<file path="src/rtl/core/tte_pkg.sv">
// tte_pkg: shared types and constants for the timestamp text to epoch converter.
// Holds the sequencer state type, field layout constants and the day-of-year table.
// No dependencies.
`timescale 1ns / 1ps
`default_nettype none

package tte_pkg;

  localparam int unsigned TsLen      = 14;
  localparam int unsigned PosW       = 4;
  localparam int unsigned AccW       = 14;
  localparam int unsigned EpochW     = 40;
  localparam int unsigned MulBW      = 19;

  localparam logic [7:0] CharZero    = 8'h30;
  localparam logic [7:0] CharNine    = 8'h39;
  localparam logic [7:0] CharMinus   = 8'h2D;

  // field end positions
  localparam logic [PosW-1:0] PosDayEnd   = 4'd1;
  localparam logic [PosW-1:0] PosMonEnd   = 4'd3;
  localparam logic [PosW-1:0] PosYearEnd  = 4'd7;
  localparam logic [PosW-1:0] PosHourEnd  = 4'd9;
  localparam logic [PosW-1:0] PosMinEnd   = 4'd11;

  localparam logic signed [MulBW-1:0] RecipEra   = 19'sd5243;   // 2^21/400, rounded up
  localparam int unsigned             RecipShift = 21;
  localparam logic signed [MulBW-1:0] NegEraLen  = -19'sd400;
  localparam logic signed [MulBW-1:0] DaysYear   = 19'sd365;
  localparam logic signed [MulBW-1:0] DaysEra    = 19'sd146097;
  localparam logic signed [MulBW-1:0] HoursDay   = 19'sd24;
  localparam logic signed [MulBW-1:0] SixtyMul   = 19'sd60;
  localparam logic signed [EpochW-1:0] EpochShift = 40'sd719468;
  localparam logic signed [16:0]      EraBias    = 17'sd399;

  typedef enum logic [3:0] {
    ST_IDLE,
    ST_ERA,
    ST_YOE,
    ST_DOE,
    ST_DAYS,
    ST_HOUR,
    ST_MIN,
    ST_SEC,
    ST_DONE
  } state_e;

  // days from March 1 to the first of the month
  function automatic logic [8:0] month_base(input logic [3:0] m);
    logic [8:0] r;
    case (m)
      4'd1:    r = 9'd306;
      4'd2:    r = 9'd337;
      4'd3:    r = 9'd0;
      4'd4:    r = 9'd31;
      4'd5:    r = 9'd61;
      4'd6:    r = 9'd92;
      4'd7:    r = 9'd122;
      4'd8:    r = 9'd153;
      4'd9:    r = 9'd184;
      4'd10:   r = 9'd214;
      4'd11:   r = 9'd245;
      4'd12:   r = 9'd275;
      default: r = 9'd0;
    endcase
    return r;
  endfunction

endpackage

`default_nettype wire

</file>
<file path="src/rtl/core/timestamp_text_to_epoch.sv">
// Timestamp text to epoch converter top level.
// Parses DDMMYYYYHHMMSS text and runs a shared multiply-add sequencer; uses tte_pkg.
//
// One character beat is taken per cycle while idle. On the beat marked tlast the
// input goes not ready while one shared multiply-add unit (40 x 19 bits, acc = a*b + c)
// steps through seven operations: era by reciprocal, year of era, day of era, days,
// hours, minutes and seconds. The result is then registered once the output register is
// free, and input is ready again from that point. The result beat waits in its own
// register; a new timestamp can stream in while it is pending. Characters past the
// fourteenth are dropped; a short or malformed timestamp, or one with month or day out
// of range, gives tuser low and tdata zero.
`timescale 1ns / 1ps
`default_nettype none

module timestamp_text_to_epoch (
  input  wire         clk_i,
  input  wire         rst_ni,
  input  wire         s_axis_tvalid_i,
  output logic        s_axis_tready_o,
  input  wire  [7:0]  s_axis_tdata_i,    // [7:0] char_code
  input  wire         s_axis_tlast_i,    // last_char
  output logic        m_axis_tvalid_o,
  input  wire         m_axis_tready_i,
  output logic [39:0] m_axis_tdata_o,    // [39:0] epoch_seconds (signed)
  output logic        m_axis_tuser_o     // [0] valid_res
);

  localparam int unsigned PosW   = tte_pkg::PosW;
  localparam int unsigned AccW   = tte_pkg::AccW;
  localparam int unsigned EpochW = tte_pkg::EpochW;
  localparam int unsigned MulBW  = tte_pkg::MulBW;

  tte_pkg::state_e state_q, state_d;

  logic [PosW-1:0]          pos_q, pos_d;
  logic [AccW-1:0]          facc_q, facc_d;
  logic                     fneg_q, fneg_d;
  logic                     err_q, err_d;
  logic signed [7:0]        day_q, mon_q, hour_q, min_q;
  logic signed [14:0]       year_q;
  logic signed [EpochW-1:0] acc_q, acc_d;
  logic signed [5:0]        era_q, era_d;
  logic                     ok_q, ok_d;
  logic                     mv_q;
  logic [EpochW-1:0]        mdata_q;
  logic                     muser_q;

  logic                     s_fire, take, fstart, is_digit, is_minus;
  logic [3:0]               dval;
  logic signed [15:0]       fval, sec_val;
  logic                     ld_out;

  logic signed [14:0]       y_adj;
  logic                     y_neg;
  logic signed [16:0]       era_num;
  logic signed [5:0]        era_mag;
  logic [8:0]               yoe;
  logic [1:0]               yq;
  logic                     ok_now;

  logic signed [EpochW-1:0] mul_a, mul_c;
  logic signed [MulBW-1:0]  mul_b;
  logic signed [EpochW+MulBW-1:0] prod;

  assign s_axis_tready_o = (state_q == tte_pkg::ST_IDLE);
  assign s_fire          = s_axis_tvalid_i & s_axis_tready_o;
  assign take            = s_fire & (pos_q < PosW'(tte_pkg::TsLen));

  // character parse
  always_comb begin
    is_digit = (s_axis_tdata_i >= tte_pkg::CharZero) && (s_axis_tdata_i <= tte_pkg::CharNine);
    is_minus = (s_axis_tdata_i == tte_pkg::CharMinus);
    dval     = is_digit ? 4'(s_axis_tdata_i - tte_pkg::CharZero) : 4'd0;
    fstart   = (pos_q == 4'd0) || (pos_q == 4'd2) || (pos_q == 4'd4) ||
               (pos_q == 4'd8) || (pos_q == 4'd10) || (pos_q == 4'd12);
    facc_d = facc_q;
    fneg_d = fneg_q;
    err_d  = err_q;
    if (fstart) begin
      fneg_d = is_minus;
      facc_d = is_digit ? AccW'(dval) : '0;
      if (!is_digit && !is_minus) begin
        err_d = 1'b1;
      end
    end else if (is_digit) begin
      facc_d = AccW'(facc_q * 4'd10 + AccW'(dval));
    end else begin
      err_d = 1'b1;
    end
    fval    = fneg_d ? -$signed({2'b00, facc_d}) : $signed({2'b00, facc_d});
    sec_val = fneg_q ? -$signed({2'b00, facc_q}) : $signed({2'b00, facc_q});
  end

  // calendar terms
  always_comb begin
    y_neg   = 1'b0;
    y_adj   = ((mon_q == 8'sd1) || (mon_q == 8'sd2)) ? year_q - 15'sd1 : year_q;
    y_neg   = y_adj[14];
    era_num = y_neg ? (tte_pkg::EraBias - 17'(y_adj)) : 17'(y_adj);
    era_mag = $signed({1'b0, acc_q[tte_pkg::RecipShift +: 5]});
    era_d   = y_neg ? -era_mag : era_mag;
    yoe     = acc_q[8:0];
    yq      = (yoe >= 9'd300) ? 2'd3 : (yoe >= 9'd200) ? 2'd2 : (yoe >= 9'd100) ? 2'd1 : 2'd0;
    ok_now  = (pos_q == PosW'(tte_pkg::TsLen)) && !err_q &&
              (mon_q >= 8'sd1) && (mon_q <= 8'sd12) &&
              (day_q >= 8'sd1) && (day_q <= 8'sd31);
  end

  // sequencer and shared multiply-add operand select
  always_comb begin
    state_d = state_q;
    pos_d   = pos_q;
    ok_d    = ok_q;
    ld_out  = 1'b0;
    mul_a   = '0;
    mul_b   = '0;
    mul_c   = '0;
    case (state_q)
      tte_pkg::ST_IDLE: begin
        if (take) begin
          pos_d = pos_q + 4'd1;
        end
        if (s_fire && s_axis_tlast_i) begin
          state_d = tte_pkg::ST_ERA;
        end
      end
      tte_pkg::ST_ERA: begin
        ok_d    = ok_now;
        mul_a   = EpochW'(era_num);
        mul_b   = tte_pkg::RecipEra;
        state_d = tte_pkg::ST_YOE;
      end
      tte_pkg::ST_YOE: begin
        mul_a   = EpochW'(era_d);
        mul_b   = tte_pkg::NegEraLen;
        mul_c   = EpochW'(y_adj);
        state_d = tte_pkg::ST_DOE;
      end
      tte_pkg::ST_DOE: begin
        mul_a   = EpochW'(yoe);
        mul_b   = tte_pkg::DaysYear;
        mul_c   = EpochW'(yoe[8:2]) - EpochW'(yq) + EpochW'(tte_pkg::month_base(mon_q[3:0]))
                  + EpochW'(day_q) - 40'sd1;
        state_d = tte_pkg::ST_DAYS;
      end
      tte_pkg::ST_DAYS: begin
        mul_a   = EpochW'(era_q);
        mul_b   = tte_pkg::DaysEra;
        mul_c   = acc_q - tte_pkg::EpochShift;
        state_d = tte_pkg::ST_HOUR;
      end
      tte_pkg::ST_HOUR: begin
        mul_a   = acc_q;
        mul_b   = tte_pkg::HoursDay;
        mul_c   = EpochW'(hour_q);
        state_d = tte_pkg::ST_MIN;
      end
      tte_pkg::ST_MIN: begin
        mul_a   = acc_q;
        mul_b   = tte_pkg::SixtyMul;
        mul_c   = EpochW'(min_q);
        state_d = tte_pkg::ST_SEC;
      end
      tte_pkg::ST_SEC: begin
        mul_a   = acc_q;
        mul_b   = tte_pkg::SixtyMul;
        mul_c   = EpochW'(sec_val);
        state_d = tte_pkg::ST_DONE;
      end
      tte_pkg::ST_DONE: begin
        if (!mv_q || m_axis_tready_i) begin
          ld_out  = 1'b1;
          pos_d   = '0;
          state_d = tte_pkg::ST_IDLE;
        end
      end
      default: begin
        state_d = tte_pkg::ST_IDLE;
      end
    endcase
    prod  = mul_a * mul_b;
    acc_d = prod[EpochW-1:0] + mul_c;
  end

  always_ff @(posedge clk_i or negedge rst_ni) begin
    if (!rst_ni) begin
      state_q <= tte_pkg::ST_IDLE;
      pos_q   <= '0;
      err_q   <= 1'b0;
      mv_q    <= 1'b0;
    end else begin
      state_q <= state_d;
      pos_q   <= pos_d;
      if (take) begin
        err_q <= err_d;
      end else if (ld_out) begin
        err_q <= 1'b0;
      end
      if (ld_out) begin
        mv_q <= 1'b1;
      end else if (m_axis_tready_i) begin
        mv_q <= 1'b0;
      end
    end
  end

  always_ff @(posedge clk_i) begin
    if (take) begin
      facc_q <= facc_d;
      fneg_q <= fneg_d;
      case (pos_q)
        tte_pkg::PosDayEnd:  day_q  <= fval[7:0];
        tte_pkg::PosMonEnd:  mon_q  <= fval[7:0];
        tte_pkg::PosYearEnd: year_q <= fval[14:0];
        tte_pkg::PosHourEnd: hour_q <= fval[7:0];
        tte_pkg::PosMinEnd:  min_q  <= fval[7:0];
        default: begin
        end
      endcase
    end
    if (state_q != tte_pkg::ST_IDLE && state_q != tte_pkg::ST_DONE) begin
      acc_q <= acc_d;
    end
    if (state_q == tte_pkg::ST_YOE) begin
      era_q <= era_d;
    end
    ok_q <= ok_d;
    if (ld_out) begin
      mdata_q <= ok_q ? acc_q : '0;
      muser_q <= ok_q;
    end
  end

  assign m_axis_tvalid_o = mv_q;
  assign m_axis_tdata_o  = mdata_q;
  assign m_axis_tuser_o  = muser_q;

`ifndef SYNTHESIS
  a_last_starts_conv: assert property (@(posedge clk_i) disable iff (!rst_ni)
    (s_fire && s_axis_tlast_i) |=> (state_q == tte_pkg::ST_ERA))
    else $error("last beat did not start conversion");

  a_invalid_is_zero: assert property (@(posedge clk_i) disable iff (!rst_ni)
    (m_axis_tvalid_o && !m_axis_tuser_o) |-> (m_axis_tdata_o == '0))
    else $error("invalid result carries nonzero seconds");

  a_pos_bound: assert property (@(posedge clk_i) disable iff (!rst_ni)
    pos_q <= PosW'(tte_pkg::TsLen))
    else $error("character position past timestamp length");

  a_load_clears_pos: assert property (@(posedge clk_i) disable iff (!rst_ni)
    ld_out |=> (pos_q == '0 && !err_q && m_axis_tvalid_o))
    else $error("result load did not reset parser");
`endif

endmodule

`default_nettype wire

</file>
<file path="config.mk">
export PLATFORM = sky130hd
export DESIGN_NAME = timestamp_text_to_epoch
export DESIGN_NICKNAME = d
export VERILOG_FILES = /design/src/rtl/core/tte_pkg.sv /design/src/rtl/core/timestamp_text_to_epoch.sv
export SDC_FILE = /design/constraint.sdc
export NUM_CORES = 1
export LEC_CHECK = 0
export ABC_AREA = 1
export BUFFER_PORTS_ARGS = -buffer_cell sky130_fd_sc_hd__buf_2
export CAP_MARGIN = 30
export CORE_ASPECT_RATIO = 1.25
export CORE_MARGIN = 2
export CORE_UTILIZATION = 35
export CTS_CLUSTER_SIZE = 8
export DETAILED_ROUTE_END_ITERATION = 7
export GPL_ROUTABILITY_DRIVEN = 0
export HOLD_SLACK_MARGIN = 0.1
export MAX_ROUTING_LAYER = met4
export RECOVER_POWER = 25
export SLEW_MARGIN = 40
export SYNTH_ARGS = -nofsm -noshare
export SYNTH_HDL_FRONTEND = slang
export SYNTH_SLANG_ARGS = --single-unit
</file>
<file path="constraint.sdc">
create_clock -name clk_i -period 8.45 [get_ports clk_i]
set_input_delay 0 -clock clk_i [delete_from_list [all_inputs] [get_ports clk_i]]
set_output_delay 0 -clock clk_i [all_outputs]
set_load 0.02 [all_outputs]
</file>
==> flow_metrics.tcl, run 1 <==
set metrics [dict create \
    status "finished, violations left" \
    violations "capacitance limit, slew limit, setup timing" \
    fin_ws_ns -1.08 \
    synth_top_family_by_area "adder cells" \
    yosysSeqAreaShare_pct 16.7 \
    synthAdderAreaFrac_pct 43.6 \
    antenna_found_initial 0 \
    synth_async_sr_flop_share_pct 5.92 \
    slew_viol_final 42 \
    die_h_um 329 \
    overflow 0 \
    crit_arrival_ns 9.77 \
    synth_area_leader_cell "fa_1" \
    crit_type "register to register" \
    cts_buffer_depth 2 \
    synthXorXnorAreaFrac_pct 2.92 \
    core_area_um2 84000 \
    post_dp_cell_area_um2 34300 \
    fp.dieW_um 264 \
    setup_viol 32 \
    tritoncts "yes" \
    drv_cap 1 \
    dp.cells 4999 \
    yosysWarnings 0 \
    vias 24625 \
    grtUsageTotal_pct 22.6 \
    required_ns 8.68 \
    grt_max_degree 89 \
    yosysTopAreaCellShare_pct 35.7 \
    antenna_left 0 \
    cp_max_fo 6 \
    routed_wl_um 92900 \
    fp.dieArea_um2 86900 \
    grt_setup_unrepaired "yes" \
    grt_pass1_vias 26047 \
    hold_viol_final 0 \
    synth.distinct_cells 64 \
    synth_edf_count 150 \
    drc 0 \
    worst_hold_slack_ns 0.151 \
    place_hpwl_um 76500 \
    cp_slowest_cell "fa_1" \
    stdcell_count 5121 \
    grt_pass1_wl_um 145000 \
    synth_compound_area_share_pct 6.48 \
    maxSlewHeadroom_pct -86.5 \
    avgSynthCellArea_um2 8.42 \
    insertion_delay_ns 0.48 \
    start_util_pct 35.2 \
    fin_crit_ns 9.53 \
    max_freq_ghz 0.105 \
    fin_area_um2 37000 \
    muxShareOfSynthArea_pct 0 \
    pre_cts_ws_ns -1.28 \
    hold_class "input port to register" \
    first_iter_violations 1617 \
    clkTransAtPathRegs_ns 0.08 \
    max_stage_delay_ns 0.54 \
    wl_per_cell_um 18.1 \
    synthSimpleGateAreaFrac_pct 15.4 \
    drive_gt1_share_pct 21.5 \
    portBuffers 55 \
    cts_sinks 169 \
    finalCritPeriodShare_pct 113 \
    synthTopCellsByArea "fa_1 (36%), edfxtp_1 (15%), inv_1 (13%), ha_1 (7.9%), nand2_1 (6.8%)" \
    insertedDiodeCount 0 \
    end_kind "register" \
    synth_area_um2 29600 \
    cp.buffers_inverters 10 \
    pin_count 56 \
    firstDrtPassIters 5 \
    synth_cells 3514 \
    htreeDepth 4 \
    cts_buffers 17 \
    ys.flop_type "edfxtp_1" \
    ys_seq_elements 169 \
    worst_clock_skew_ns 0.0157 \
    max_slew.worst_pin.slew_ns 2.80 \
    rows 119 \
    finalNetCount 4746 \
    cp-start-kind "register" \
    syn2layout_area_growth_pct 25.1 \
    cts_root_buffer "clkbuf_16" \
    path_delay_family "adder cells" \
    drt-vias-per-instance 4.81 \
]
==> placed cells by master, fill, tap and decap left out, types with 31 or more instances in the layout <==
master	synthesis	routed
nand2_2	14	39
conb_1	2	45
nor2_1	248	223
edfxtp_1	150	150
inv_1	1058	1019
buf_6	1	33
ha_4	0	47
nand2_1	535	501
o21ai_0	94	63
xor2_1	65	63
a21oi_1	107	76
clkbuf_1	48	46
ha_1	187	135
fa_1	527	524
buf_4	1	410
inv_2	35	70
nor3_1	40	31
nand3_1	121	111
==> tightest hold or removal path: cells and delay by family <==
family	cells	cell delay (ns)
buf+inv	2	0.16
simple gates	3	0.26
==> sequential cells by signal, indices dropped and copies added (netlist names), named ones only <==
| name | count |
|---|---|
| acc_q | 40 |
| m_axis_tdata_o | 40 |
| year_q | 15 |
| facc_q | 14 |
| day_q | 8 |
| hour_q | 8 |
| min_q | 8 |
| mon_q | 8 |
| era_q | 6 |
| pos_q | 4 |
| state_q | 4 |
| err_q | 1 |
| fneg_q | 1 |
| m_axis_tuser_o | 1 |
| m_axis_tvalid_o | 1 |
| ok_q | 1 |
==> timing repair <==
item,4_1_cts,5_1_grt
setup buffers,70,19
endpoints found under the hold margin,22,0
hold buffers,10,0
resized for setup,255,75
endpoints found under the setup margin,31,35
pin swaps,165,50
==> through the flow <==
stage | setup TNS (ns) | utilization, %
after CTS | -20.92 | 43.5
after global routing | -35.75 | 44.1
final | -24.93 | 44.1
after detailed placement | -25.89 | 40.8
after floorplan | -3.86 | -
after global placement | -23.10 | 40.8
==> worst paths after layout <==
path                                    from         endpoint  slack, ns  depth (start not counted)
max                                 acc_q[3]        acc_q[33]      -1.08                         53
max in group asynchronous             rst_ni  m_axis_tvalid_o       7.35                          3
min                        s_axis_tdata_i[2]        facc_q[2]       0.15                          5
min in group asynchronous             rst_ni       state_q[2]       0.67                          3
max reg2reg                         acc_q[3]        acc_q[33]      -1.08                         53
min reg2reg                       state_q[3]       state_q[0]       0.53                          1
==> metal layers <==
metal	vias up	share of wire, %	track usage [%]
met5	-	0	-
met4	0	5.3	10.7
met3	234	5.3	2.14
met2	814	50	38.8
met1	12170	39	26.9
li1	11407	-	-
==> area by class of cell <==
type / count / area (µm²)
Clock buffer: 19 / 443
Clock inverter: 13 / 155
Fill cell: 8242 / 47000
Inverter: 1094 / 4120
Multi-Input combinational cell: 2218 / 22000
Sequential cell: 169 / 4930
Tap cell: 1089 / 1360
Timing Repair Buffer: 519 / 3950
==> kinds of logic after synthesis <==
family          count (synthesis)
other cells                     2
xor+xnor                       97
buf+inv                      1170
fa+ha+maj                     714
simple gates                 1044
flops                         169
compound gates                318
==> synthesized netlist by cell type, types with 14 or more instances <==
library cell and instances:
nor3_1 40, xnor2_1 30, buf_2 16, fa_1 527, o211ai_1 14, nand2_1 535
o21ai_1 15, o21ai_0 94, edfxtp_1 150, inv_1 1058, xor2_1 65, clkbuf_1 48
a21oi_1 107, nand2_2 14, inv_2 35, nand3_1 121, ha_1 187, nor2_1 248
a31oi_1 17, nand4_1 18
Power of run 1 is left out: the tool's default activity adds up to more than one toggle a clock period on the data nets, which glitch-free logic cannot reach.
==> inputs of run 2 (changes only) <==
ABC_AREA = default   (was 1)
==> flow_metrics.tcl, run 2 <==
set metrics [dict create \
    status "finished, violations left" \
    violations "setup timing" \
    required_ns 8.78 \
    grt_max_degree 41 \
    synth_common_cells "inv_1 (840), fa_1 (527), nand2_1 (208), ha_1 (187), nor2_1 (187)" \
    cp_max_fo 6 \
    antenna_found_initial 2 \
    synth.distinct_cells 91 \
    start_util_pct 35.2 \
    drc 0 \
    finalCritPeriodShare_pct 117 \
    drive_gt1_share_pct 20.4 \
    grt_pass1_wl_um 136000 \
    cp-start-kind "register" \
    dp.cells 4490 \
    fin_ws_ns -1.47 \
    avgSynthCellArea_um2 9.44 \
    post_dp_cell_area_um2 33200 \
    final_cell_mix "inv_1 (808), fa_1 (517), buf_4 (386)" \
    wl_per_cell_um 18.9 \
    cp_slowest_cell "fa_1" \
    ys_seq_elements 169 \
    setup_viol 30 \
    fin_area_um2 35500 \
    max_freq_ghz 0.101 \
    synth_area_leader_cell "fa_1" \
    r2r_slack_ns -1.47 \
    synthTopCellsByArea "fa_1 (37%), edfxtp_1 (16%), inv_1 (11%), ha_1 (8.2%), xnor2_1 (3.4%)" \
    insertedDiodeCount 0 \
    grt_setup_unrepaired "yes" \
    hold_class "input port to register" \
    synth_edf_count 150 \
    ys.flop_type "edfxtp_1" \
    insertion_delay_ns 0.51 \
    cts_sinks 169 \
    antenna_left 0 \
    yosysSeqAreaShare_pct 17.3 \
    drt-vias-per-instance 4.87 \
    hold_viol_final 0 \
    cts_root_buffer "clkbuf_16" \
    cts_buffer_depth 2 \
    fin_crit_ns 9.92 \
    synth_async_sr_flop_share_pct 5.92 \
    final_common_cell "inv_1" \
    pin_count 56 \
    first_iter_violations 1114 \
    worst_clock_skew_ns 0.0193 \
    yosysTopAreaCellShare_pct 36.9 \
    yosys.cell_count.top_type "inv_1" \
    clkTransAtPathRegs_ns 0.07 \
    htreeDepth 4 \
    max_slew.worst_pin.slew_ns 1.38 \
    crit_arrival_ns 10.25 \
    portBuffers 55 \
    syn2layout_area_growth_pct 24.1 \
    slew_viol_final 0 \
    crit_type "register to register" \
    fp.dieW_um 260 \
    fp.dieArea_um2 84000 \
    rows 117 \
    die_h_um 323 \
    routed_wl_um 86600 \
    end_kind "register" \
    grtUsageTotal_pct 22.3 \
    cts_buffers 17 \
    firstDrtPassIters 8 \
    synth_cells 3027 \
    stdcell_count 4574 \
    core_area_um2 81100 \
    vias 22254 \
    tritoncts "yes" \
    finalNetCount 4217 \
    grt_pass1_vias 24093 \
    drv_cap 0 \
    max_stage_delay_ns 0.56 \
    critPathMostFrequentCell "fa_1" \
    yosysWarnings 0 \
    overflow 0 \
    place_hpwl_um 71700 \
    synth_area_um2 28600 \
    maxSlewHeadroom_pct 7.93 \
]
-- run 2: cell types whose count changed in the layout (fill, tap and decap cells not counted), moves of 45 or more --
cell and delta:
nand3_1 -72, nand2_1 -303, xnor2_1 +76, nor2_1 -48
and2_1 +45, inv_1 -211
-- run 2: cells by family (layout without fill, tap and decap cells) --
| family | count (synthesis) | count (layout) | synth area share [%] |
|---|---|---|---|
| adders and majority gates | 714 | 714 | 45.1 |
| AOI/OAI and AO/OA | 342 | 342 | 7.87 |
| xor gates and xnor gates | 168 | 168 | 5.15 |
| buffers and inverters | 934 | 1367 | 12.4 |
| muxes | 15 | 15 | 0.758 |
| other | 2 | 45 | 0.0263 |
| DFF | 169 | 169 | 17.3 |
| and+or+nand+nor | 683 | 683 | 11.4 |
-- run 2: worst max-delay path, delay by kind of cell (launching register included) --
kind,cells,cell delay (ns)
adders and majority gates,13,5.18
AOI/OAI and AO/OA,15,3.16
DFF,1,0.51
and+or+nand+nor,4,0.38
buffers and inverters,5,0.34
xor gates and xnor gates,1,0.16
-- run 2: layout make-up --
class / count / area, µm²
Fill cell: 7876 / 45600
Multi-Input combinational cell: 1967 / 21700
Sequential cell: 169 / 4930
Timing Repair Buffer: 492 / 3720
Inverter: 843 / 3160
Tap cell: 1071 / 1340
Clock buffer: 18 / 439
Clock inverter: 14 / 186
-- run 2: what timing repair did --
action	CTS	global route
hold buffers	12	0
hold endpoints to repair	24	0
setup endpoints to repair	32	33
cloned	2	0
setup buffers	27	27
gates resized for setup	95	160
pin swaps	85	121
-- run 2: layer usage --
metal  vias up  GRT usage (%)  wire length (µm)
li1      10153              -                 -
met3       198           2.80              3910
met4         0           11.3              4790
met2       617           39.5             45800
met1     11286           24.4             32000
met5         -              -                 0
-- run 2: worst paths after layout --
kind | startpoint | to | depth (start not counted)
setup / recovery | acc_q[3] | acc_q[38] | 38
setup reg to reg | acc_q[3] | acc_q[38] | 38
max in group asynchronous | rst_ni | state_q[2] | 3
hold / removal | s_axis_tvalid_i | facc_q[0] | 2
hold reg to reg | err_q | err_q | 1
min in group asynchronous | rst_ni | m_axis_tvalid_o | 3
-- run 2: metrics by stage --
step | TNS [ns] | util [%] | setup slack (ns) | hold WS (ns)
6_report | -31.48 | 43.7 | -1.47 | 0.129
3_3_place_gp | -35.87 | 41.0 | -1.55 | -0.118
5_1_grt | -42.69 | 43.7 | -1.77 | 0.140
3_5_place_dp | -40.01 | 41.0 | -1.74 | -0.117
2_1_floorplan | -18.23 | - | -1.11 | -0.296
4_1_cts | -33.51 | 42.8 | -1.42 | 0.103
Power of run 2 is left out for the same reason.
==> inputs of run 3 (changes only) <==
SETUP_SLACK_MARGIN = 0.3   (was default)
clock period = 8.1 ns   (was 8.45 ns; I/O delays follow)
==> flow_metrics.tcl, run 3 (same netlist as run 2, synthesis figures left out) <==
set metrics [dict create \
    tritoncts "yes" \
    syn2layout_area_growth_pct 25.9 \
    cts_sinks 169 \
    violations "capacitance limit, slew limit, setup timing" \
    cp_max_fo 4 \
    hold_viol_final 0 \
    core_area_um2 81100 \
    max_freq_ghz 0.102 \
    htreeDepth 4 \
    hold_class "input port to register" \
    drv_cap 1 \
    die_h_um 323 \
    place_hpwl_um 71000 \
    drt-vias-per-instance 4.81 \
    antenna_left 0 \
    fin_ws_ns -1.67 \
    max_slew.worst_pin.slew_ns 2.25 \
    crit_type "register to register" \
    fin_area_um2 36000 \
    n_fill_cell 7876 \
    grt_pass1_vias 24505 \
    firstDrtPassIters 8 \
    maxSlewHeadroom_pct -50.3 \
    fp.dieArea_um2 84000 \
    insertion_delay_ns 0.52 \
    setup_viol 35 \
    worst_hold_slack_ns 0.324 \
    insertedDiodeCount 0 \
    cts_root_buffer "clkbuf_16" \
    grt_setup_unrepaired "yes" \
    worst_clock_skew_ns 0.0185 \
    drc 0 \
    first_iter_violations 1145 \
    final_cell_mix "inv_1 (804), fa_1 (514), buf_4 (453)" \
    finalNetCount 4290 \
    critPathMostFrequentCell "fa_1" \
    pin_count 56 \
    vias 22360 \
    final_common_cell "inv_1" \
    required_ns 8.44 \
    grt_pass1_wl_um 135000 \
    slew_viol_final 42 \
    fin_crit_ns 9.77 \
    dp.cells 4559 \
    clkTransAtPathRegs_ns 0.08 \
    min_path_cells 4 \
    portBuffers 55 \
    cp-start-kind "register" \
    cts_buffer_depth 2 \
    status "finished, violations left" \
    finalCritPeriodShare_pct 121 \
    routed_wl_um 85000 \
    post_dp_cell_area_um2 33800 \
    fp.dieW_um 260 \
    wl_per_cell_um 18.3 \
    reg2reg_depth 38 \
    cts_buffers 17 \
    drive_gt1_share_pct 22.1 \
    start_util_pct 35.2 \
    antenna_found_initial 1 \
    end_kind "register" \
    rows 117 \
    crit_arrival_ns 10.10 \
    grt_max_degree 42 \
    overflow 0 \
    grtUsageTotal_pct 22.0 \
    max_stage_delay_ns 0.52 \
    stdcell_count 4647 \
    cp_slowest_cell "fa_1" \
]
## run 3: cell count changes in the layout (fill, tap and decap cells not counted), moves of 5 or more
cell	change
and2_1	-5
buf_12	+7
o21ai_1	-9
buf_4	+67
o21ai_2	+5
and2_0	+5
## run 3: final cells by class
| cell class | count | area [µm²] | share of cell area (%) |
|---|---|---|---|
| multi-input combinational | 1967 | 21600 | 60.1 |
| sequential | 169 | 4930 | 13.7 |
| tap | 1071 | 1340 | 3.72 |
| clock inverter | 13 | 160 | 0.445 |
| inverter | 843 | 3170 | 8.80 |
| timing repair buffer | 565 | 4340 | 12.1 |
| clock buffer | 19 | 433 | 1.20 |
## run 3: critical path: cells and delay by family (launching register included)
kind / cells / cell delay (ns)
adder cells (fa/ha/maj): 12 / 4.87
flip-flops: 1 / 0.50
buffers and inverters: 6 / 0.53
AO/OA/AOI/OAI: 15 / 3.18
XOR/XNOR: 1 / 0.15
AND/OR/NAND/NOR: 4 / 0.36
## run 3: timing repair
action,in CTS,in global routing
buffers inserted,19,22
resized for setup,109,143
pin swaps,81,96
setup endpoints to repair,35,35
hold buffers,14,0
endpoints found under the hold margin,39,0
cloned,1,0
## run 3: per-layer routing
metal / vias to the layer above / global-route usage [%] / wire length, µm
li1: 10322 / - / -
met1: 11322 / 24.5 / 32500
met2: 548 / 39.9 / 45400
met3: 168 / 2.11 / 3190
met4: 0 / 9.62 / 3890
met5: - / - / 0
## run 3: stage by stage
stage	utilization [%]	setup slack, ns	TNS, ns
after floorplan	-	-1.46	-28.16
after global placement	41.7	-1.92	-47.91
after detailed placement	41.7	-2.05	-51.66
after CTS	43.5	-1.69	-41.20
after global routing	44.4	-2.05	-56.09
final	44.4	-1.67	-42.96
## run 3: final timing paths
check	startpoint	end	slack, ns
min in group asynchronous	rst_ni	err_q	0.52
worst min register to register	m_axis_tvalid_o	m_axis_tvalid_o	0.55
worst max-delay path	acc_q[3]	acc_q[38]	-1.67
worst max register to register	acc_q[3]	acc_q[38]	-1.67
max in group asynchronous	rst_ni	m_axis_tvalid_o	7.25
worst min-delay path	s_axis_tdata_i[4]	facc_q[5]	0.32
Power of run 3 is left out for the same reason.
